[src/rtl/q4_block_dot_product_assert.svh]
// assertion macros for the block dot product
`ifndef Q4_BLOCK_DOT_PRODUCT_ASSERT_SVH
`define Q4_BLOCK_DOT_PRODUCT_ASSERT_SVH

`ifndef SYNTHESIS
// clocked check, off while reset is high
`define Q4BDP_ASSERT(lbl, prop, msg) \
  lbl: assert property (@(posedge clk) disable iff (rst) prop) else $error(msg);
// clocked check that also covers the reset cycles
`define Q4BDP_ASSERT_RST(lbl, prop, msg) \
  lbl: assert property (@(posedge clk) prop) else $error(msg);
`else
`define Q4BDP_ASSERT(lbl, prop, msg)
`define Q4BDP_ASSERT_RST(lbl, prop, msg)
`endif

`endif

[src/rtl/q4bdp_pkg.sv]
`timescale 1ns / 1ps

package q4bdp_pkg;

  localparam int BLOCK_VALUES  = 32;
  localparam int NIBBLE_OFFSET = 8;
  localparam int LANES         = 4;
  localparam int BLOCK_BYTES   = BLOCK_VALUES / 2;
  localparam int LANE_BYTES    = BLOCK_BYTES / LANES;
  localparam int LANE_BITS     = LANE_BYTES * 8;
  localparam int BLOCK_BITS    = BLOCK_BYTES * 8;
  localparam int LANE_SUM_W    = 11;
  localparam int BLOCK_SUM_W   = 13;

  localparam logic [31:0] CANON_NAN = 32'h7FC0_0000;
  localparam logic [30:0] INF_MAG   = 31'h7F80_0000;

  // operand pair handed to a floating point unit
  typedef struct packed {
    logic        valid;
    logic [31:0] a;
    logic [31:0] b;
  } fp_req_t;

  // result coming back from a floating point unit
  typedef struct packed {
    logic        valid;
    logic [31:0] res;
  } fp_rsp_t;

  function automatic logic is_nan(input logic [31:0] x);
    return (x[30:23] == 8'hFF) && (x[22:0] != 23'd0);
  endfunction

  function automatic logic is_inf(input logic [31:0] x);
    return (x[30:23] == 8'hFF) && (x[22:0] == 23'd0);
  endfunction

  // round to nearest even and pack; m has its leading one at bit 26,
  // be is the biased exponent of that leading one
  function automatic logic [31:0] round_pack(input logic sign,
                                             input logic signed [9:0] be,
                                             input logic [26:0] m);
    logic [4:0]  sh;
    logic [26:0] mask;
    logic [26:0] m2;
    logic        stk;
    logic        inc;
    logic [7:0]  ef;
    logic [30:0] mag;
    if (be >= 10'sd1) begin
      sh = 5'd0;
    end else if (be <= -10'sd26) begin
      sh = 5'd27;
    end else begin
      sh = 5'(10'sd1 - be);
    end
    mask = ~(27'h7FF_FFFF << sh);
    m2   = m >> sh;
    stk  = |(m & mask);
    ef   = (be >= 10'sd1) ? be[7:0] : 8'd0;
    inc  = m2[2] & (m2[1] | m2[0] | stk | m2[3]);
    mag  = {ef, m2[25:3]} + 31'(inc);
    if (be >= 10'sd255) begin
      return {sign, INF_MAG};
    end
    return {sign, mag};
  endfunction

endpackage

[src/rtl/q4bdp_lane.sv]
`timescale 1ns / 1ps

module q4bdp_lane
  import q4bdp_pkg::*;
(
  input  logic                         clk,
  input  logic                         load,
  input  logic [LANE_BITS-1:0]         a,
  input  logic [LANE_BITS-1:0]         b,
  output logic signed [LANE_SUM_W-1:0] sum
);

  logic signed [LANE_SUM_W-1:0] sum_next;

  // offset each nibble pair, multiply, add up the lane
  always_comb begin
    logic signed [4:0] da;
    logic signed [4:0] db;
    logic signed [9:0] prod;
    sum_next = '0;
    for (int i = 0; i < 2 * LANE_BYTES; i++) begin
      da = $signed({1'b0, a[4*i +: 4]}) - 5'(NIBBLE_OFFSET);
      db = $signed({1'b0, b[4*i +: 4]}) - 5'(NIBBLE_OFFSET);
      prod = da * db;
      sum_next = sum_next + LANE_SUM_W'(prod);
    end
  end

  always_ff @(posedge clk) begin
    if (load) begin
      sum <= sum_next;
    end
  end

endmodule

[config.mk]
export PLATFORM = sky130hd
export DESIGN_NAME = q4bdp_lane
export DESIGN_NICKNAME = d
export VERILOG_FILES = /design/src/rtl/q4_block_dot_product_assert.svh /design/src/rtl/q4bdp_pkg.sv /design/src/rtl/q4bdp_lane.sv
export SDC_FILE = /design/constraint.sdc
export NUM_CORES = 1
export LEC_CHECK = 0
export BUFFER_PORTS_ARGS = -buffer_cell sky130_fd_sc_hd__buf_2
export CORE_MARGIN = 1
export CORE_UTILIZATION = 65
export CTS_CLUSTER_SIZE = 25
export DETAILED_ROUTE_END_ITERATION = 8
export PLACE_DENSITY = 0.86
export SLEW_MARGIN = 20
export SYNTH_ARGS = -nofsm -noshare
export SYNTH_HDL_FRONTEND = slang
export SYNTH_SLANG_ARGS = --single-unit
[constraint.sdc]
create_clock -name clk -period 21.8 [get_ports clk]
set_input_delay 6.54 -clock clk [delete_from_list [all_inputs] [get_ports clk]]
set_output_delay 6.54 -clock clk [all_outputs]
set_load 0.02 [all_outputs]
==> flow_metrics.env <==
export IMPL_outcome="complete, no violations"
export IMPL_timing_hold_violations_final=0
export IMPL_multi_input_comb_area_sq_um=7140
export IMPL_cp_slowest_cell="nor2b_1"
export IMPL_routed_wire_length_per_instance_um=15.6
export IMPL_post_synth_num_cell_types=18
export IMPL_final_period_util=0.634
export IMPL_worst_path_largest_cell_delay_ns=0.75
export IMPL_grt_total_usage=0.291
export IMPL_finish_net_count=1292
export IMPL_first_pass_grt_wire_length_um=29200
export IMPL_min_delay_path_depth=1
export IMPL_grt_start_max_net_pins=12
export IMPL_layout_area_overhead_vs_synth_pct=7.94
export IMPL_synth_flop_cell="edfxtp_1"
export IMPL_cts_hold_fix_buffers=0
export IMPL_register_area_sq_um=330
export IMPL_final_critical_path_setup_slack_ns=7.99
export IMPL_detail_route_first_pass_iterations=5
export IMPL_design_area_sq_um=9170
export IMPL_finalWirelength_um=16900
export IMPL_cp_data_required_time_ns=21.78
export IMPL_largest_register="sum"
export IMPL_final_max_slew_violation_count=0
export IMPL_die_area_sq_um=13500
export IMPL_async_flop_share=0
export IMPL_ys_seq_elements=11
export IMPL_floorplan_initialDensity=0.670
export IMPL_cts_sinks=11
export IMPL_final_layout_size_suffix_gt1_frac=0.105
export IMPL_die_h_um=116
export IMPL_grt_pass1_vias=6123
export IMPL_relSlewSlack=0.349
export IMPL_synthesis_yosys_warnings=0
export IMPL_hold_path_class="primary input to register"
export IMPL_post_drt_via_cell_ratio=5.06
export IMPL_post_syn_nets=1211
export IMPL_h_tree_depth=1
export IMPL_critical_path_cell_by_cell="buf_2 -> nor2b_1 -> inv_1 -> fa_1 -> inv_1 -> fa_1 -> inv_1 -> fa_1 -> fa_1 -> inv_1 -> fa_1 -> fa_1 -> fa_1 -> fa_1 -> fa_1 -> ha_1 -> nand2_1 -> o21ai_0 -> nand2_1 -> a21oi_1 -> nor2_1 -> xnor2_1"
export IMPL_critPathBufInv=5
export IMPL_cts_resized_gates=0
export IMPL_placedInstanceArea_sq_um=9090
export IMPL_detailed_router_s_first_iteration_violation_count=279
export IMPL_largest_register_ffs=11
export IMPL_fill_cells=913
export IMPL_synth_edff_count=11
export IMPL_worst_hold_path_endpoint="sum[1]"
export IMPL_avgSynthCellArea_sq_um=10.3
export IMPL_row_count=41
export IMPL_layout_min_cycle_time_ns=13.81
export IMPL_ios=77
export IMPL_tritoncts_num_buffers=3
export IMPL_placement_io_buffers=76
export IMPL_critical_path_class="primary input to register"
export IMPL_core_sq_um=12700
export IMPL_finalSetupViolations=0
export IMPL_min_delay_start="load"
export IMPL_critPathLaunchType="primary input"
export IMPL_drc=0
export IMPL_antenna_cells=0
export IMPL_post_cts_buffers=0
export IMPL_timing_max_cap_violations=0
export IMPL_fmaxAchievable_ghz=0.0724
export IMPL_grt_overflow_total=0
export IMPL_critical_path_arrival_ns=13.79
export IMPL_gp_congestion=0.928
export IMPL_antenna_left=0
export IMPL_die_w_um=116
export IMPL_critical_path_endpoint_type="register"
export IMPL_initial_antenna_violation_count=0
export IMPL_synth_sequential_area_ratio=0.0389
export IMPL_max_slew_worst_pin_slew_ns=0.974
export IMPL_cts_root_buf="clkbuf_16"
export IMPL_setup_tns_final_ns=0
export IMPL_vias=5456
export IMPL_post_synth_instance_area_sq_um=8490
export IMPL_post_dp_hpwl_um=15900
export IMPL_crit_top_cell="fa_1"
export IMPL_max_clock_path_buffers=2
export IMPL_critPathTopFamily="adder cells"
export IMPL_clk_pin_slew_ns=0.04
export IMPL_layout_top_registers="sum: 11 flops"
export IMPL_cts_tree="done"
export IMPL_worstPathMaxFanout=11
export IMPL_setup_repair_after_global_routing_missed_its_margin="false"
export IMPL_setup_ws_pre_cts_ns=7.80
export IMPL_postSynthCellCount=827
==> cell families after synthesis <==
logic type / Yosys count / share of synthesized area
buffers and inverters: 272 / 0.120
AOI/OAI and AO/OA: 15 / 0.0102
xor gates and xnor gates: 36 / 0.0371
adders and majority gates: 318 / 0.681
DFF: 11 / 0.0389
and+or+nand+nor: 175 / 0.113
==> final cells by class <==
| type | count | area share |
|---|---|---|
| inverters | 272 | 0.111 |
| clock buffers | 4 | 0.00860 |
| repair buffers | 76 | 0.0415 |
| multi-input cells | 544 | 0.779 |
| well taps | 172 | 0.0235 |
| flip-flops and latches | 11 | 0.0360 |
==> worst max path at each step <==
stage / slack [ns] / cells after the start / to / from
floorplan: 8.56 / 21 / sum[10] / b[28]
global placement: 8.03 / 22 / sum[10] / a[31]
detailed placement: 7.80 / 22 / sum[10] / a[31]
CTS: 8.05 / 22 / sum[10] / a[31]
global route: 7.59 / 22 / sum[10] / a[31]
finish: 7.99 / 22 / sum[10] / a[31]
==> layout by cell type, fill, tap and decap left out <==
master     Yosys  final
inv_1        272    272
fa_1         240    240
ha_1          78     78
buf_2          0     76
and2_1        55     55
nand2_1       32     32
nor2b_1       27     27
xnor2_1       27     27
nand2b_1      22     22
nor2_1        22     22
or2_2         16     16
edfxtp_1      11     11
xor2_1         9      9
a21oi_1        6      6
o21ai_0        4      4
a21o_1         3      3
clkbuf_16      0      3
nor3_1         1      1
o21a_1         1      1
a31oi_1        1      1
clkbuf_1       0      1
==> through the flow <==
| stage | hold WS (ns) | utilization | instances |
|---|---|---|---|
| after floorplan | 6.65 | - | 827 |
| after global placement | 6.92 | 0.717 | 1075 |
| after detailed placement | 6.92 | 0.717 | 1075 |
| after CTS | 6.68 | 0.723 | 1079 |
| after global routing | 6.69 | 0.723 | 1079 |
| final | 6.68 | 0.723 | 1079 |
==> synth_stat cells (3+ instances only) <==
| cell | number | area share |
|---|---|---|
| or2_2 | 16 | 0.012 |
| edfxtp_1 | 11 | 0.039 |
| inv_1 | 272 | 0.12 |
| nand2_1 | 32 | 0.014 |
| nand2b_1 | 22 | 0.016 |
| a21o_1 | 3 | 0.0027 |
| nor2_1 | 22 | 0.0097 |
| o21ai_0 | 4 | 0.0024 |
| fa_1 | 240 | 0.57 |
| ha_1 | 78 | 0.11 |
| and2_1 | 55 | 0.041 |
| a21oi_1 | 6 | 0.0035 |
| xor2_1 | 9 | 0.0093 |
| nor2b_1 | 27 | 0.020 |
| xnor2_1 | 27 | 0.028 |
==> routing by layer <==
layer | up-vias | part of all wire | global-route usage
met5 | - | 0 | 0
met4 | 0 | 0.042 | 0.115
met3 | 45 | 0.045 | 0.0270
met2 | 167 | 0.51 | 0.505
met1 | 2762 | 0.40 | 0.382
li1 | 2482 | - | -
Power is not shown: default switching activity piles up to over one toggle a cycle in this logic, so the estimate is an artifact.
