## config.mk

```make
export PLATFORM = sky130hd
export DESIGN_NAME = q4bdp_fadd
export DESIGN_NICKNAME = d
export VERILOG_FILES = /design/src/rtl/q4_block_dot_product_assert.svh /design/src/rtl/q4bdp_pkg.sv /design/src/rtl/q4bdp_fadd.sv
export SDC_FILE = /design/constraint.sdc
export NUM_CORES = 1
export LEC_CHECK = 0
export BUFFER_PORTS_ARGS = -buffer_cell sky130_fd_sc_hd__buf_2
export CAP_MARGIN = 25
export CORE_MARGIN = 2
export CORE_UTILIZATION = 45
export DETAILED_ROUTE_END_ITERATION = 10
export HOLD_SLACK_MARGIN = 0.02
export PLACE_DENSITY_LB_ADDON = 0.1
export SLEW_MARGIN = 20
export SYNTH_ARGS = -nofsm -noshare
export SYNTH_HDL_FRONTEND = slang
export SYNTH_SLANG_ARGS = --single-unit
```

## constraint.sdc

```tcl
create_clock -name clk -period 10.9 [get_ports clk]
set_input_delay 2.18 -clock clk [delete_from_list [all_inputs] [get_ports clk]]
set_output_delay 2.18 -clock clk [all_outputs]
set_load 0.005 [all_outputs]
```

## src/rtl/q4_block_dot_product_assert.svh

```systemverilog
// assertion macros for the block dot product
`ifndef Q4_BLOCK_DOT_PRODUCT_ASSERT_SVH
`define Q4_BLOCK_DOT_PRODUCT_ASSERT_SVH

`ifndef SYNTHESIS
// clocked check, off while reset is high
`define Q4BDP_ASSERT(lbl, prop, msg) \
  lbl: assert property (@(posedge clk) disable iff (rst) prop) else $error(msg);
// clocked check that also covers the reset cycles
`define Q4BDP_ASSERT_RST(lbl, prop, msg) \
  lbl: assert property (@(posedge clk) prop) else $error(msg);
`else
`define Q4BDP_ASSERT(lbl, prop, msg)
`define Q4BDP_ASSERT_RST(lbl, prop, msg)
`endif

`endif

```

## src/rtl/q4bdp_pkg.sv

```systemverilog
`timescale 1ns / 1ps

package q4bdp_pkg;

  localparam int BLOCK_VALUES  = 32;
  localparam int NIBBLE_OFFSET = 8;
  localparam int LANES         = 4;
  localparam int BLOCK_BYTES   = BLOCK_VALUES / 2;
  localparam int LANE_BYTES    = BLOCK_BYTES / LANES;
  localparam int LANE_BITS     = LANE_BYTES * 8;
  localparam int BLOCK_BITS    = BLOCK_BYTES * 8;
  localparam int LANE_SUM_W    = 11;
  localparam int BLOCK_SUM_W   = 13;

  localparam logic [31:0] CANON_NAN = 32'h7FC0_0000;
  localparam logic [30:0] INF_MAG   = 31'h7F80_0000;

  // operand pair handed to a floating point unit
  typedef struct packed {
    logic        valid;
    logic [31:0] a;
    logic [31:0] b;
  } fp_req_t;

  // result coming back from a floating point unit
  typedef struct packed {
    logic        valid;
    logic [31:0] res;
  } fp_rsp_t;

  function automatic logic is_nan(input logic [31:0] x);
    return (x[30:23] == 8'hFF) && (x[22:0] != 23'd0);
  endfunction

  function automatic logic is_inf(input logic [31:0] x);
    return (x[30:23] == 8'hFF) && (x[22:0] == 23'd0);
  endfunction

  // round to nearest even and pack; m has its leading one at bit 26,
  // be is the biased exponent of that leading one
  function automatic logic [31:0] round_pack(input logic sign,
                                             input logic signed [9:0] be,
                                             input logic [26:0] m);
    logic [4:0]  sh;
    logic [26:0] mask;
    logic [26:0] m2;
    logic        stk;
    logic        inc;
    logic [7:0]  ef;
    logic [30:0] mag;
    if (be >= 10'sd1) begin
      sh = 5'd0;
    end else if (be <= -10'sd26) begin
      sh = 5'd27;
    end else begin
      sh = 5'(10'sd1 - be);
    end
    mask = ~(27'h7FF_FFFF << sh);
    m2   = m >> sh;
    stk  = |(m & mask);
    ef   = (be >= 10'sd1) ? be[7:0] : 8'd0;
    inc  = m2[2] & (m2[1] | m2[0] | stk | m2[3]);
    mag  = {ef, m2[25:3]} + 31'(inc);
    if (be >= 10'sd255) begin
      return {sign, INF_MAG};
    end
    return {sign, mag};
  endfunction

endpackage

```

## src/rtl/q4bdp_fadd.sv

```systemverilog
`timescale 1ns / 1ps

module q4bdp_fadd
  import q4bdp_pkg::*;
(
  input  logic    clk,
  input  logic    rst,
  input  fp_req_t req,
  output fp_rsp_t rsp
);

  // stage 1: aligned sum
  logic              v1, v2, v3;
  logic [27:0]       s1;
  logic [7:0]        ex1;
  logic              sg1, nan1, inf1, isg1, bz1, zs1;
  // stage 2: normalized sum
  logic [26:0]       m2;
  logic signed [9:0] e2;
  logic              sg2, nan2, inf2, isg2, bz2, zs2, zero2;
  // stage 3: packed result
  logic [31:0]       res3;

  always_comb begin
    rsp.valid = v3;
    rsp.res   = res3;
  end

  always_ff @(posedge clk) begin
    if (rst) begin
      v1 <= 1'b0;
      v2 <= 1'b0;
      v3 <= 1'b0;
    end else begin
      v1 <= req.valid;
      v2 <= v1;
      v3 <= v2;
    end
  end

  // order by magnitude, align the smaller operand, add or subtract
  always_ff @(posedge clk) begin
    logic [31:0] x, y;
    logic [7:0]  ex, ey, d;
    logic [26:0] xa, yb, ys, mask;
    logic        st;
    if (req.valid) begin
      if (req.b[30:0] > req.a[30:0]) begin
        x = req.b;
        y = req.a;
      end else begin
        x = req.a;
        y = req.b;
      end
      ex = (x[30:23] == 8'd0) ? 8'd1 : x[30:23];
      ey = (y[30:23] == 8'd0) ? 8'd1 : y[30:23];
      d  = ex - ey;
      xa = {x[30:23] != 8'd0, x[22:0], 3'b000};
      yb = {y[30:23] != 8'd0, y[22:0], 3'b000};
      if (d >= 8'd27) begin
        ys = {26'd0, yb != 27'd0};
      end else begin
        mask = ~(27'h7FF_FFFF << d[4:0]);
        st   = |(yb & mask);
        ys   = yb >> d[4:0];
        ys   = {ys[26:1], ys[0] | st};
      end
      if (x[31] ^ y[31]) begin
        s1 <= {1'b0, xa} - {1'b0, ys};
      end else begin
        s1 <= {1'b0, xa} + {1'b0, ys};
      end
      ex1  <= ex;
      sg1  <= x[31];
      nan1 <= is_nan(req.a) || is_nan(req.b)
              || (is_inf(req.a) && is_inf(req.b) && (req.a[31] != req.b[31]));
      inf1 <= is_inf(req.a) || is_inf(req.b);
      isg1 <= is_inf(req.a) ? req.a[31] : req.b[31];
      bz1  <= (req.a[30:0] == 31'd0) && (req.b[30:0] == 31'd0);
      zs1  <= req.a[31] & req.b[31];
    end
  end

  // normalize: carry out shifts right, cancellation shifts left
  always_ff @(posedge clk) begin
    logic [4:0] lz;
    lz = 5'd26;
    for (int i = 0; i < 27; i++) begin
      if (s1[i]) begin
        lz = 5'(26 - i);
      end
    end
    if (v1) begin
      if (s1[27]) begin
        m2 <= {s1[27:2], |s1[1:0]};
        e2 <= $signed({2'b0, ex1}) + 10'sd1;
      end else begin
        m2 <= s1[26:0] << lz;
        e2 <= $signed({2'b0, ex1}) - $signed({5'b0, lz});
      end
      sg2   <= sg1;
      nan2  <= nan1;
      inf2  <= inf1;
      isg2  <= isg1;
      bz2   <= bz1;
      zs2   <= zs1;
      zero2 <= s1 == 28'd0;
    end
  end

  // round and pack; exact cancellation gives plus zero
  always_ff @(posedge clk) begin
    if (v2) begin
      priority if (nan2) begin
        res3 <= CANON_NAN;
      end else if (inf2) begin
        res3 <= {isg2, INF_MAG};
      end else if (zero2) begin
        res3 <= {bz2 & zs2, 31'd0};
      end else begin
        res3 <= round_pack(sg2, e2, m2);
      end
    end
  end

endmodule

```

==> reports/qor.txt <==
DRC Markers - 0
Num CTS Buffers - 17
Yosys Warn Count - 0
P_leak - 6.92 nW
Outcome - complete, no violations
Synth cell types - 95
Area Overhead vs Synth - 11.5%
H-tree depth - 4
Initial Utilization - 45.5%
1st-iter DRT viols - 1468
Cell taking the most area after synthesis - edfxtp_1
Die Span X - 188 um
Most common cell in the netlist - nand2_1
DR vias - 14900
Most common library cells after synthesis - nand2_1 (209), nor2_1 (171), a21oi_1 (133)
RSZ-0062 raised after global routing - false
Hold Violations, Final - 0
Clk root buf - clkbuf_16
Max Fanout on Critical Path - 26
CP max stage delay - 480 ps
Via density - 6.30
Multi-input gate area in the final layout - 10800 um^2
Worst slack, placed - 138 ps
Grt ovf - 0
Hold_ws - 418 ps
Worst R2R End - res3[30]
Routed WL per cell - 21.7 um
Vias in the first global route - 14500
Non-filler cells, final - 2371
CP endpoint - s1[26]
VDD IR-drop max - 0.000107 V
Placed insts - 2335
Fmax - 96.8 MHz
Die Ht - 188 um
Ys async rst share - 0%
Die area - 35200 um^2
Worst Reg2Reg Path Length in Cells - 17
Critical R2R Launch - e2[1]
Mean area per synthesized cell - 8.23 um^2
Post-synth EDFFs - 118
Share of cells above drive strength 1 - 16.4%
Port Buffers - 99
Design area - 16900 um^2
Max transition margin - 40.6%
Hold_buf cts - 0
Clk_skew - 11.0 ps
Area of placed instances - 16200 um^2
Largest net degree at the start of global routing - 70
Seq cells post-synth - 121
Slew at the pin closest to its max-slew limit - 891 ps
Fill cells - 3301
Synth Net Count - 2009
Kind of start point of the critical path - input pin
CTS tree - built
Max Transition Viols Final - 0
CORE AREA - 33400 um^2
Clk pin slew, worst setup/hold paths - 60 ps
Final Util - 50.7%
Nature of the critical path endpoint - flop
Clock latency on the worst-skew pair - 420 ps
Site Rows - 67
Largest cells by area after synthesis - edfxtp_1 (23%), ha_1 (8.0%), mux4_2 (6.7%)
Post-synth top area share - 23.4%
DRT antenna net count - 0
# IOs - 100
Endpoints failing setup - 0
WL final - 51500 um
R2R setup slack - 4800 ps
Nets - 2077
Sequential fraction of the synthesis area - 23.8%
WS Path Type - in -> reg
Fin Setup TNS - 0 ps
Hold_sp - nan1
Max-cap viol count - 0
Crit path DAT - 10480 ps
Total power per unit cell area - 182 nW/um^2
Worst EP required - 11050 ps
Top cell by count, worst path - ha_1
Fin crit share - 94.8%
Primary FF master, synth - edfxtp_1
Tmin final - 10330 ps
Router iterations before antenna repair - 5
First-pass GRT wire length - 81100 um
Diode count - 0
Detailed placer's ending HPWL - 40600 um
GRT Util Overall - 29.0%
Synthesized instance count - 1842
Clock Sink Count - 121
Register Area - 3600 um^2
Mapped cell area - 15200 um^2
Total power - 3.07 mW
Gpl congestion - 1.03
CTS max path bufs - 2
Critical path origin - req[58]
Post-layout worst setup margin - 569 ps
CP max-delay cell - a2111oi_1
Worst min-delay path class - reg -> reg
Initial antenna violation count - 0
how the worst min path moves through the flow:
stage,endpoint,depth (start not counted)
global route,sg2,0
detailed placement,nan2,0
CTS,nan2,0
floorplan,bz2,0
global placement,zs2,0
finish,nan2,0
cells in the final DEF, fill, tap and decap left out, types with 50 or more instances in the layout:
cell type	n
edfxtp_1	118
ha_1	97
buf_2	99
nor2_1	171
nor3_1	50
mux2i_1	98
o21ai_0	122
a21oi_1	131
nand2_1	209
inv_1	108
worst max-delay path: cells and delay by family:
family | cells | cell delay [ps]
AO/OA/AOI/OAI | 15 | 3910
XOR/XNOR | 2 | 440
adder cells (fa/ha/maj) | 4 | 1180
buffers and inverters | 5 | 770
multiplexers | 1 | 390
AND/OR/NAND/NOR | 7 | 1590
per-layer routing:
metal	up-vias	GRT usage (%)	wire length, um
met5	-	0	0
met4	0	13.1	2350
met3	129	3.97	3020
met2	662	51.2	25500
met1	7135	35.0	20700
li1	7015	-	-
registers in the layout, indices dropped and copies added (netlist names), 8 cells and up:
name	flops
ex1	8
s1	28
m2	27
res3	32
e2	10
repair_timing:
action                     in CTS  in global routing
resized for setup               0                  5
setup buffers                   0                  1
setup endpoints to repair       0                  7
final cells by class:
| cell class | count | area share (%) |
|---|---|---|
| clock buffer | 18 | 2.54 |
| clock inverter | 14 | 1.10 |
| inverter | 114 | 2.54 |
| multi-input combinational | 1503 | 63.6 |
| sequential | 121 | 21.3 |
| tap | 448 | 3.31 |
| timing repair buffer | 153 | 5.55 |
cells by family (layout without fill, tap and decap cells):
| family | count (synthesis) | after routing | synth area share, % |
|---|---|---|---|
| AO/OA/AOI/OAI | 522 | 522 | 22.3 |
| multiplexers | 188 | 188 | 16.5 |
| adder cells (fa/ha/maj) | 100 | 100 | 8.40 |
| XOR/XNOR | 68 | 68 | 3.93 |
| AND/OR/NAND/NOR | 625 | 625 | 19.5 |
| flip-flops | 121 | 121 | 23.8 |
| buffers and inverters | 218 | 299 | 5.63 |
power breakdown:
group / total (mW) / internal [mW] / switching (mW)
registers: 0.697 / 0.602 / 0.0947
logic: 1.78 / 0.705 / 1.08
clock network: 0.596 / 0.366 / 0.230
total: 3.07 / 1.67 / 1.40
(Power assumes the default switching activity.)
