### src/rtl/q4_block_dot_product_assert.svh
// assertion macros for the block dot product
`ifndef Q4_BLOCK_DOT_PRODUCT_ASSERT_SVH
`define Q4_BLOCK_DOT_PRODUCT_ASSERT_SVH

`ifndef SYNTHESIS
// clocked check, off while reset is high
`define Q4BDP_ASSERT(lbl, prop, msg) \
  lbl: assert property (@(posedge clk) disable iff (rst) prop) else $error(msg);
// clocked check that also covers the reset cycles
`define Q4BDP_ASSERT_RST(lbl, prop, msg) \
  lbl: assert property (@(posedge clk) prop) else $error(msg);
`else
`define Q4BDP_ASSERT(lbl, prop, msg)
`define Q4BDP_ASSERT_RST(lbl, prop, msg)
`endif

`endif

### src/rtl/q4bdp_pkg.sv
`timescale 1ns / 1ps

package q4bdp_pkg;

  localparam int BLOCK_VALUES  = 32;
  localparam int NIBBLE_OFFSET = 8;
  localparam int LANES         = 4;
  localparam int BLOCK_BYTES   = BLOCK_VALUES / 2;
  localparam int LANE_BYTES    = BLOCK_BYTES / LANES;
  localparam int LANE_BITS     = LANE_BYTES * 8;
  localparam int BLOCK_BITS    = BLOCK_BYTES * 8;
  localparam int LANE_SUM_W    = 11;
  localparam int BLOCK_SUM_W   = 13;

  localparam logic [31:0] CANON_NAN = 32'h7FC0_0000;
  localparam logic [30:0] INF_MAG   = 31'h7F80_0000;

  // operand pair handed to a floating point unit
  typedef struct packed {
    logic        valid;
    logic [31:0] a;
    logic [31:0] b;
  } fp_req_t;

  // result coming back from a floating point unit
  typedef struct packed {
    logic        valid;
    logic [31:0] res;
  } fp_rsp_t;

  function automatic logic is_nan(input logic [31:0] x);
    return (x[30:23] == 8'hFF) && (x[22:0] != 23'd0);
  endfunction

  function automatic logic is_inf(input logic [31:0] x);
    return (x[30:23] == 8'hFF) && (x[22:0] == 23'd0);
  endfunction

  // round to nearest even and pack; m has its leading one at bit 26,
  // be is the biased exponent of that leading one
  function automatic logic [31:0] round_pack(input logic sign,
                                             input logic signed [9:0] be,
                                             input logic [26:0] m);
    logic [4:0]  sh;
    logic [26:0] mask;
    logic [26:0] m2;
    logic        stk;
    logic        inc;
    logic [7:0]  ef;
    logic [30:0] mag;
    if (be >= 10'sd1) begin
      sh = 5'd0;
    end else if (be <= -10'sd26) begin
      sh = 5'd27;
    end else begin
      sh = 5'(10'sd1 - be);
    end
    mask = ~(27'h7FF_FFFF << sh);
    m2   = m >> sh;
    stk  = |(m & mask);
    ef   = (be >= 10'sd1) ? be[7:0] : 8'd0;
    inc  = m2[2] & (m2[1] | m2[0] | stk | m2[3]);
    mag  = {ef, m2[25:3]} + 31'(inc);
    if (be >= 10'sd255) begin
      return {sign, INF_MAG};
    end
    return {sign, mag};
  endfunction

endpackage

### src/rtl/q4bdp_fmul.sv
`timescale 1ns / 1ps

module q4bdp_fmul
  import q4bdp_pkg::*;
(
  input  logic    clk,
  input  logic    rst,
  input  fp_req_t req,
  output fp_rsp_t rsp
);

  // stage 1: raw mantissa product
  logic               v1, v2, v3;
  logic [47:0]        prod;
  logic signed [9:0]  e1;
  logic               s1, nan1, inf1;
  // stage 2: normalized product
  logic [47:0]        pn;
  logic signed [9:0]  e2;
  logic               s2, nan2, inf2, zero2;
  // stage 3: packed result
  logic [31:0]        res3;

  always_comb begin
    rsp.valid = v3;
    rsp.res   = res3;
  end

  // valid pipe
  always_ff @(posedge clk) begin
    if (rst) begin
      v1 <= 1'b0;
      v2 <= 1'b0;
      v3 <= 1'b0;
    end else begin
      v1 <= req.valid;
      v2 <= v1;
      v3 <= v2;
    end
  end

  // unpack and multiply
  always_ff @(posedge clk) begin
    logic [23:0] ma, mb;
    logic [7:0]  ea, eb;
    logic        za, zb;
    if (req.valid) begin
      ma   = {req.a[30:23] != 8'd0, req.a[22:0]};
      mb   = {req.b[30:23] != 8'd0, req.b[22:0]};
      ea   = (req.a[30:23] == 8'd0) ? 8'd1 : req.a[30:23];
      eb   = (req.b[30:23] == 8'd0) ? 8'd1 : req.b[30:23];
      za   = req.a[30:0] == 31'd0;
      zb   = req.b[30:0] == 31'd0;
      prod <= ma * mb;
      e1   <= $signed({2'b0, ea}) + $signed({2'b0, eb}) - 10'sd126;
      s1   <= req.a[31] ^ req.b[31];
      nan1 <= is_nan(req.a) || is_nan(req.b) || (is_inf(req.a) && zb)
              || (is_inf(req.b) && za);
      inf1 <= is_inf(req.a) || is_inf(req.b);
    end
  end

  // leading one search and normalizing shift
  always_ff @(posedge clk) begin
    logic [5:0] lz;
    lz = 6'd47;
    for (int i = 0; i < 48; i++) begin
      if (prod[i]) begin
        lz = 6'(47 - i);
      end
    end
    if (v1) begin
      pn    <= prod << lz;
      e2    <= e1 - $signed({4'b0, lz});
      s2    <= s1;
      nan2  <= nan1;
      inf2  <= inf1;
      zero2 <= prod == 48'd0;
    end
  end

  // round and pack
  always_ff @(posedge clk) begin
    if (v2) begin
      priority if (nan2) begin
        res3 <= CANON_NAN;
      end else if (inf2) begin
        res3 <= {s2, INF_MAG};
      end else if (zero2) begin
        res3 <= {s2, 31'd0};
      end else begin
        res3 <= round_pack(s2, e2, {pn[47:22], |pn[21:0]});
      end
    end
  end

endmodule

### config.mk
export PLATFORM = sky130hd
export DESIGN_NAME = q4bdp_fmul
export DESIGN_NICKNAME = d
export VERILOG_FILES = /design/src/rtl/q4_block_dot_product_assert.svh /design/src/rtl/q4bdp_pkg.sv /design/src/rtl/q4bdp_fmul.sv
export SDC_FILE = /design/constraint.sdc
export NUM_CORES = 2
export LEC_CHECK = 0
export ABC_AREA = 0
export BUFFER_PORTS_ARGS = -buffer_cell sky130_fd_sc_hd__buf_2
export CORE_MARGIN = 8
export CORE_UTILIZATION = 26
export DETAILED_ROUTE_END_ITERATION = 6
export SKIP_LAST_GASP = 1
export SLEW_MARGIN = 20
export SYNTH_ARGS = -nofsm -noshare
export SYNTH_HDL_FRONTEND = slang
export SYNTH_SLANG_ARGS = --single-unit
### constraint.sdc
create_clock -name clk -period 13.8 [get_ports clk]
set_clock_uncertainty 0.1 [all_clocks]
set_input_delay 0.69 -clock clk [delete_from_list [all_inputs] [get_ports clk]]
set_output_delay 0.69 -clock clk [all_outputs]
set_load 0.01 [all_outputs]
==> impl_metrics.csv <==
group,metric,value,unit
route,drt_iter0_markers,1474,
clocking,max-clock-path-buffers,2,
placement,io_buffer_count,99,
synth,synth_area_per_cell,9.21,um^2
synth,synth-warning-count,0,
final_layout,drive_above_1_share,5.92,%
clocking,cts_buffers,17,
synth,synth.area.top_cells,"fa_1 (33%), edfxtp_1 (16%), ha_1 (8.4%), inv_1 (6.8%), nand2_1 (6.3%)",
route,top_layer_used,"met4",
synth,ys_top_cells_by_count,"inv_1 (534), nand2_1 (500), fa_1 (484)",
sta,slew_headroom,23.1,%
critical_path,cp_cell_sequence,"buf_2 > nand2_1 > fa_1 > inv_1 > fa_1 > inv_1 > fa_1 > fa_1 > fa_1 > fa_1 > inv_1 > fa_1 > ha_1 > nand4_1 > nor3_1 > o2111ai_1 > a31oi_1 > o31a_1 > a21oi_1 > a21oi_1 > a21o_1 > a31o_2 > a21oi_1 > xnor2_1",
synth,synth_ff_type,"edfxtp_1",
sta,period_minus_slack,7.93,ns
min_path,hold_class,"reg -> reg",
synth,synth_top_area_share,32.7,%
critical_path,critPathLaunch,"req[52]",
critical_path,worst_r2r_startpoint,"e2[1]",
synth,synth_most_common_cell,"inv_1",
min_path,worstHoldStart,"nan1",
clocking,cts_tree,"built",
placement,placed_area,0.0315,mm^2
clocking,numClockSinks,158,
sta,fmax,126,MHz
route,vias_per_cell,4.77,
sta,worst-slew-pin-transition,1.14,ns
final_layout,regArea,0.00472,mm^2
route,antenna_left,0,
run,drv_cap,0,
global_route,grt_start_max_net_pins,64,
floorplanning,die_w,354,um
critical_path,arrival,8.03,ns
critical_path,required,13.90,ns
route,drc,0,
floorplanning,fp.dieH,354,um
synth,synth_area,0.0296,mm^2
placement,dp_hpwl,62600,um
critical_path,critPathSlowestCell,"fa_1",
sta,rsz0062_at_grt,"no",
clocking,clkTransAtPathRegs,0.07,ns
synth,synth_largest_area_cell,"fa_1",
global_route,antenna_found_initial,1,
route,first_pass_iters,5,
route,wire_per_inst,17.4,um
sta,final.setup.tns,0,ns
sta,finalMaxSlewViolations,0,
clocking,cts-root-buf,"clkbuf_16",
floorplanning,die_area,0.125,mm^2
synth,async_reset_ff_share,0,%
sta,setup-violations-final,0,
clocking,holdBufCountCts,0,
floorplanning,top_level_ports,100,
synth,synth_cell_types,86,
critical_path,end_kind,"flip-flop",
final_layout,fillCellCount,12012,
synth,synthCells,3219,
clocking,htreeDepth,4,
sta,final-hold-violation-count,0,
route,wl_met3,5730,um
synth,synth_edf_count,155,
critical_path,reg2reg_depth,12,
clocking,post_cts_buffers,0,
critical_path,crit_cells,24,
critical_path,cp_slowest_stage_delay,0.57,ns
floorplanning,rows,124,
sta,min_period_over_period,57.4,%
floorplanning,core,0.114,mm^2
global_route,grt.total_usage,12.8,%
clocking,insertion_delay,0.44,ns
route,wl_met1,37700,um
route,finalWirelength,81800,um
critical_path,crit_fanout,25,
placement,gp_congestion,0.890,
synth,synth_fp_nets,3968,
clocking,postCtsResizedCells,0,
global_route,grt_pass1_wl,131000,um
final_layout,layout.nets,3931,
global_route,grt-ovfl-total,0,
status,status,"finished, final reports clean",
final_layout,stdcell_area,0.0321,mm^2
route,met2_length,36700,um
critical_path,crit_family,"adder cells",
route,vias,22451,
global_route,grt_pass1_vias,23294,
final_layout,multi_input_area,0.0222,mm^2
critical_path,start_kind,"primary input",
synth,ys_seq_area_share,15.9,%
final_layout,syn_to_final_growth,8.39,%
critical_path,path_buf_inv,4,
critical_path,crit_top_cell,"fa_1",
floorplanning,initial_core_util,26.1,%
synth,ys_ff_latch,158,
critical_path,crit_type,"in -> reg",
min_path,holdPathStages,0,
cells by family (layout without fill, tap and decap cells):
kind of cell               Yosys count  in the layout  share of synthesized area (%)
adders and majority gates          683            683                           41.1
buffers and inverters              712            686                           9.24
xor gates and xnor gates            78             78                           2.31
other                                0              3                              0
AOI/OAI and AO/OA                  358            358                           8.14
muxes                              194            194                           6.61
DFF                                158            158                           15.9
and+or+nand+nor                   1036           1036                           16.7
metal layers:
metal	up-vias	track usage, %
li1	10289	-
met1	11194	18.0
met2	849	20.6
met3	119	2.02
met4	0	2.86
met5	-	0
sequential cells by signal, indices dropped and copies added, names as in the netlist:
name / flops
pn: 48
inf1: 1
prod: 48
v1: 1
e2: 10
nan1: 1
s2: 1
v3: 1
s1: 1
nan2: 1
v2: 1
zero2: 1
e1: 10
inf2: 1
res3: 32
through the flow:
| stage | util (%) | hold slack [ns] | cells | setup WS (ns) |
|---|---|---|---|---|
| 2_1_floorplan | - | 0.300 | 3219 | 6.25 |
| 4_1_cts | 28.2 | 0.330 | 4705 | 5.93 |
| 3_3_place_gp | 27.7 | 0.307 | 4675 | 5.49 |
| 3_5_place_dp | 27.7 | 0.324 | 4675 | 5.46 |
| 6_report | 28.2 | 0.334 | 4708 | 5.87 |
| 5_1_grt | 28.2 | 0.350 | 4705 | 5.57 |
path summary, 6_finish.rpt:
check	end	slack, ns
worst max register to register	res3[17]	8.49
worst min register to register	nan2	0.33
worst min-delay path	nan2	0.33
worst max-delay path	prod[46]	5.87
cells in the final DEF, fill, tap and decap left out, types with 27 or more instances in the layout:
master | Yosys | routed
xor2_1 | 27 | 27
o21ai_0 | 60 | 59
xnor2_1 | 51 | 51
nand2_1 | 500 | 500
inv_1 | 534 | 534
nor3_1 | 37 | 37
fa_1 | 484 | 484
nor2_1 | 115 | 115
a21oi_1 | 91 | 91
nand3_1 | 35 | 35
mux2i_1 | 182 | 182
nor4_1 | 33 | 33
edfxtp_1 | 155 | 155
and2_1 | 210 | 210
buf_2 | 13 | 99
ha_1 | 198 | 198
a21o_1 | 27 | 27
layout make-up:
| cell class | instances | share of cell area [%] |
|---|---|---|
| Tap cell | 1512 | 5.89 |
| Antenna cell | 3 | 0.0234 |
| Timing Repair Buffer | 120 | 2.03 |
| Multi-Input combinational cell | 2349 | 69.2 |
| Sequential cell | 158 | 14.7 |
| Clock buffer | 18 | 1.34 |
| Inverter | 536 | 6.26 |
| Clock inverter | 12 | 0.573 |
Power is left out: the tool's default activity adds up to more than one toggle a clock period on the data nets, which glitch-free logic cannot reach.
